===== config.mk =====
export PLATFORM = sky130hd
export DESIGN_NAME = pls_front
export DESIGN_NICKNAME = d
export VERILOG_FILES = /design/src/design/point_light_pixel_shader_top_macros.svh /design/src/design/pls_pkg.sv /design/src/design/pls_front.sv
export SDC_FILE = /design/constraint.sdc
export NUM_CORES = 1
export LEC_CHECK = 0
export BUFFER_PORTS_ARGS = -buffer_cell sky130_fd_sc_hd__buf_2
export CAP_MARGIN = 20
export CORE_MARGIN = 2
export CORE_UTILIZATION = 41
export DETAILED_ROUTE_END_ITERATION = 8
export PLACE_DENSITY_LB_ADDON = 0.1
export SLEW_MARGIN = 20
export SYNTH_ARGS = -nofsm -noshare
export SYNTH_HDL_FRONTEND = slang
export SYNTH_SLANG_ARGS = --single-unit

===== constraint.sdc =====
create_clock -name clk -period 10.4 [get_ports clk]
set_input_delay 0.52 -clock clk [delete_from_list [all_inputs] [get_ports clk]]
set_output_delay 0.52 -clock clk [all_outputs]
set_load 0.03 [all_outputs]

===== src/design/point_light_pixel_shader_top_macros.svh =====
// ----------------------------------------------------------------------------
// Assertion macros for the point light pixel shader
// Each macro expands to a clocked concurrent assertion, or to nothing in synthesis.
// ----------------------------------------------------------------------------
`ifndef POINT_LIGHT_PIXEL_SHADER_TOP_MACROS_SVH
`define POINT_LIGHT_PIXEL_SHADER_TOP_MACROS_SVH

`ifndef SYNTHESIS
`define ASSERT_IMPLIES(label, ante, cons) \
  label: assert property (@(posedge clk) disable iff (rst) (ante) |-> (cons)) \
    else $error("assertion failed");
`define ASSERT_NEXT(label, ante, cons) \
  label: assert property (@(posedge clk) disable iff (rst) (ante) |=> (cons)) \
    else $error("assertion failed");
`else
`define ASSERT_IMPLIES(label, ante, cons)
`define ASSERT_NEXT(label, ante, cons)
`endif

`endif


===== src/design/pls_pkg.sv =====
// ----------------------------------------------------------------------------
// pls_pkg
// Types, codes and constants shared by the point light pixel shader.
// ----------------------------------------------------------------------------
package pls_pkg;

  localparam int LIGHT_SLOTS_DEFAULT = 32;
  localparam int QUEUE_DEPTH = 2;

  localparam logic [1:0] MODE_SHADE  = 2'd0;
  localparam logic [1:0] MODE_ADD    = 2'd1;
  localparam logic [1:0] MODE_REMOVE = 2'd2;
  localparam logic [1:0] MODE_CLEAR  = 2'd3;

  localparam logic [1:0] STATUS_OK    = 2'd0;
  localparam logic [1:0] STATUS_FULL  = 2'd1;
  localparam logic [1:0] STATUS_RANGE = 2'd2;

  localparam int CFG_INDEX_W = 3;
  localparam logic [CFG_INDEX_W-1:0] CFG_AMBIENT_RED   = 3'd0;
  localparam logic [CFG_INDEX_W-1:0] CFG_AMBIENT_GREEN = 3'd1;
  localparam logic [CFG_INDEX_W-1:0] CFG_AMBIENT_BLUE  = 3'd2;
  localparam logic [CFG_INDEX_W-1:0] CFG_AMBIENT_GAIN  = 3'd3;
  localparam logic [CFG_INDEX_W-1:0] CFG_MIN_CONTRIB   = 3'd4;

  localparam logic [15:0] AMBIENT_COLOR_RESET = 16'd1229;
  localparam logic [15:0] AMBIENT_GAIN_RESET  = 16'd819;
  localparam logic [15:0] MIN_CONTRIB_RESET   = 16'd655;

  typedef enum logic [1:0] {
    OP_SHADE,
    OP_ADD,
    OP_REMOVE,
    OP_CLEAR
  } op_t;

  typedef enum logic [4:0] {
    ST_IDLE,
    ST_INIT,
    ST_READ,
    ST_DATA,
    ST_MUL,
    ST_CHK,
    ST_SQRT,
    ST_DIV,
    ST_ATT,
    ST_GAIN,
    ST_ACC,
    ST_NEXT,
    ST_SCALE,
    ST_ROUND,
    ST_RM_STEP,
    ST_RM_READ,
    ST_RM_WRITE,
    ST_RESP
  } back_state_t;

  typedef struct packed {
    logic [1:0]         mode;
    logic signed [23:0] pos_x;
    logic signed [23:0] pos_y;
    logic [31:0]        pixel_rgba;
    logic [15:0]        light_red;
    logic [15:0]        light_green;
    logic [15:0]        light_blue;
    logic [15:0]        light_intensity;
    logic [23:0]        light_radius;
    logic [4:0]         light_index;
  } pixel_in_t;

  typedef struct packed {
    logic [31:0] color;
    logic [4:0]  slot;
    logic [1:0]  status;
    logic [5:0]  light_count;
  } pixel_out_t;

  typedef struct packed {
    logic signed [23:0] x;
    logic signed [23:0] y;
    logic [15:0]        red;
    logic [15:0]        green;
    logic [15:0]        blue;
    logic [15:0]        gain;
    logic [23:0]        radius;
  } light_t;

  typedef struct packed {
    op_t         op;
    light_t      light;
    logic [31:0] pixel_rgba;
    logic [4:0]  index;
  } cmd_t;

  typedef struct packed {
    logic [15:0] amb_red;
    logic [15:0] amb_green;
    logic [15:0] amb_blue;
    logic [15:0] amb_gain;
    logic [15:0] min_contrib;
  } cfg_t;

endpackage


===== src/design/pls_front.sv =====
// ----------------------------------------------------------------------------
// pls_front
// Accepts input beats, decodes the mode and queues commands for the back end.
// ----------------------------------------------------------------------------
module pls_front (
  input  logic              clk,
  input  logic              rst,
  input  logic              in_valid,
  output logic              in_ready,
  input  pls_pkg::pixel_in_t in_data,
  output logic              cmd_valid,
  input  logic              cmd_ready,
  output pls_pkg::cmd_t     cmd
);

  pls_pkg::cmd_t queue [pls_pkg::QUEUE_DEPTH];
  logic          wr_ptr;
  logic          rd_ptr;
  logic [1:0]    count;
  pls_pkg::cmd_t decoded;
  logic          push;
  logic          pop;

  always_comb begin
    decoded.light.x      = in_data.pos_x;
    decoded.light.y      = in_data.pos_y;
    decoded.light.red    = in_data.light_red;
    decoded.light.green  = in_data.light_green;
    decoded.light.blue   = in_data.light_blue;
    decoded.light.gain   = in_data.light_intensity;
    decoded.light.radius = in_data.light_radius;
    decoded.pixel_rgba   = in_data.pixel_rgba;
    decoded.index        = in_data.light_index;
    case (in_data.mode)
      pls_pkg::MODE_SHADE:  decoded.op = pls_pkg::OP_SHADE;
      pls_pkg::MODE_ADD:    decoded.op = pls_pkg::OP_ADD;
      pls_pkg::MODE_REMOVE: decoded.op = pls_pkg::OP_REMOVE;
      default:              decoded.op = pls_pkg::OP_CLEAR;
    endcase
  end

  assign in_ready  = (count != 2'(pls_pkg::QUEUE_DEPTH));
  assign cmd_valid = (count != 2'd0);
  assign cmd       = queue[rd_ptr];
  assign push      = in_valid && in_ready;
  assign pop       = cmd_valid && cmd_ready;

  always_ff @(posedge clk) begin
    if (push) begin
      queue[wr_ptr] <= decoded;
    end
  end

  always_ff @(posedge clk) begin
    if (rst) begin
      wr_ptr <= 1'b0;
      rd_ptr <= 1'b0;
      count  <= 2'd0;
    end else begin
      if (push) begin
        wr_ptr <= ~wr_ptr;
      end
      if (pop) begin
        rd_ptr <= ~rd_ptr;
      end
      case ({push, pop})
        2'b10:   count <= count + 2'd1;
        2'b01:   count <= count - 2'd1;
        default: count <= count;
      endcase
    end
  end

endmodule


==> flow_summary.json <==
{
  "crit_required_ns": 9.88,
  "synthTopCellsByArea": "edfxtp_1 82%, mux2_2 15%, buf_4 0.88%",
  "cap_violations": 0,
  "core_sq_um": 30700,
  "synth.most_common_cell": "edfxtp_1",
  "synth-seq-cells": 355,
  "worstPathMaxFanout": 67,
  "routed_wl_mm": 26.4,
  "cts_hold_buf": 0,
  "status": "finished clean",
  "yosysTopAreaCellShare_pct": 81.8,
  "track_usage_pct": 15.6,
  "avgSynthCellArea_sq_um": 22.5,
  "start_kind": "flip-flop",
  "area_delta_synth_final_pct": 26.4,
  "synth-seq-area-share_pct": 82.6,
  "remaining_drc_errors": 0,
  "dp_worst_setup_slack_ns": 7.58,
  "synth_top_area_cell": "edfxtp_1",
  "synth_edf_count": 350,
  "rows": 64,
  "instances_no_fill": 1378,
  "cts.sinks": 355,
  "synth_area_sq_um": 12800,
  "routed-via-count": 6643,
  "post-cts-setup-buffers": 0,
  "synthFlopType": "edfxtp_1",
  "via_per_inst": 4.82,
  "nets": 1130,
  "ios": 356,
  "p_leak_nw": 6.02,
  "antenna_found_initial": 10,
  "dr.pass1.iters": 7,
  "clk_latency_ns": 0.50,
  "setup_tns_ns": 0,
  "grt_max_degree": 69,
  "nFillCells": 2559,
  "synth_common_cells": "350 x edfxtp_1, 175 x mux2_2, 15 x buf_4",
  "powerDensity_nw_per_um2": 276,
  "ir_drop_mv": 0.193,
  "slew_headroom_pct": 36.8,
  "critPathKind": "flip-flop to primary output",
  "drtIter0Drc": 427,
  "finalCritPeriodShare_pct": 31.7,
  "timing_hold_violations_final": 0,
  "start_util_pct": 41.8,
  "synth_adder_area_share_pct": 0.0974,
  "min_path_cells": 1,
  "dp.cells": 1306,
  "synth_cell_types": 21,
  "max_slew.worst_pin.slew_ns": 0.948,
  "cts-root-buf": "clkbuf_16",
  "clockBufferDepth": 3,
  "synth-compound-area-share_pct": 0.253,
  "synth_top_family_by_area": "multiplexers",
  "synthMuxAreaShare_pct": 15.3,
  "skew_ns": 0.00881,
  "synth-simple-area-share_pct": 0.370,
  "grt-ovfl-total": 0,
  "cts_resized": 0,
  "grt_first_pass_wirelength_mm": 38.9,
  "async_flop_share_pct": 0,
  "clk_pin_slew_ns": 0.06,
  "globalplace.congestion": 0.761,
  "rsz0062_at_grt": "no",
  "die_area_sq_um": 32800,
  "netlist_instances": 570,
  "utilization_pct": 52.8,
  "ys_warn_count": 0,
  "r2r_cells": 3,
  "synth_xor_area_share_pct": 0.205,
  "hold_class": "primary input to flip-flop",
  "cts_tree": "yes",
  "drive_gt1_share_pct": 60.5,
  "die_y_microns": 181,
  "end_kind": "primary output",
  "dp_hpwl_mm": 17.5,
  "fin_ws_ns": 7.10,
  "grt_pass1_vias": 6763,
  "synth_nets": 750,
  "max_freq_ghz": 0.303,
  "die_w_microns": 181,
  "portBuffers": 355,
  "ant_nets": 0,
  "cts_made_buffers": 38,
  "post-route-min-period_ns": 3.30,
  "h-tree-depth": 2,
  "critical_path_arrival_ns": 2.78,
  "drt-wirelength-per-cell_microns": 19.2,
  "setup_viol": 0,
  "maxSlewViolCount": 0,
  "hold-worst-slack_ns": 0.192
}
state kept, by name, summed over array words and instances (netlist names), named ones only:
name	flops
queue	350
count	2
wr_ptr	1
rd_ptr	1
kinds of logic (layout without fill, tap and decap cells):
kind of cell | count (synthesis) | count (layout)
fa+ha+maj | 1 | 1
xor+xnor | 3 | 3
compound gates | 5 | 5
flops | 355 | 355
simple gates | 9 | 9
other cells | 0 | 5
buf+inv | 22 | 429
mux | 175 | 175
critical path: stages, from the launching register on:
cell and delay [ns]:
dfxtp_4 0.79, buf_4 0.80, mux2_2 0.43, buf_2 0.18
layer usage:
metal | GRT usage [%] | part of all wire [%] | wire (microns)
met1 | 18.5 | 39 | 10400
met2 | 24.9 | 46 | 12300
met3 | 7.94 | 12 | 3100
met4 | 4.94 | 2.2 | 592
met5 | 0 | 0.23 | 62
layout make-up:
type / count / area, sq um / share of cell area (%)
diodes: 5 / 12.5 / 0.0771
clock buffers: 50 / 1060 / 6.53
clock inverters: 17 / 129 / 0.794
inverters: 1 / 8.76 / 0.0539
multi-input cells: 193 / 2090 / 12.9
flip-flops and latches: 355 / 10600 / 65.4
well taps: 396 / 495 / 3.05
repair buffers: 361 / 1820 / 11.2
through the flow:
step                power (mW)  instance area (sq um)
global route              4.68                  16200
global placement          3.26                  15000
CTS                       4.55                  16200
floorplan                 2.91                  12800
detailed placement        3.26                  15000
finish                    4.49                  16200
where the power goes:
group	internal, mW	switching (mW)
Clock	0.764	0.508
Sequential	1.81	0.0711
Combinational	0.450	0.883
cell usage in the layout, fill, tap and decap left out, drive strengths merged, types with 2 or more instances in the layout:
cell type    n
a21oi        2
buf        361
bufinv       2
clkbuf      50
clkinv      15
dfxtp        5
diode        5
edfxtp     350
mux2       175
nor2         3
xnor2        2
path summary, 6_finish.rpt:
kind,from,to,slack (ns)
setup / recovery,flip-flop,cmd[51],7.10
hold / removal,in_data[72],queue[0][104],0.19
setup reg to reg,count[0],queue[1][34],7.66
hold reg to reg,rd_ptr,flip-flop,0.52
Note: power is estimated with default switching activity, not from simulation.
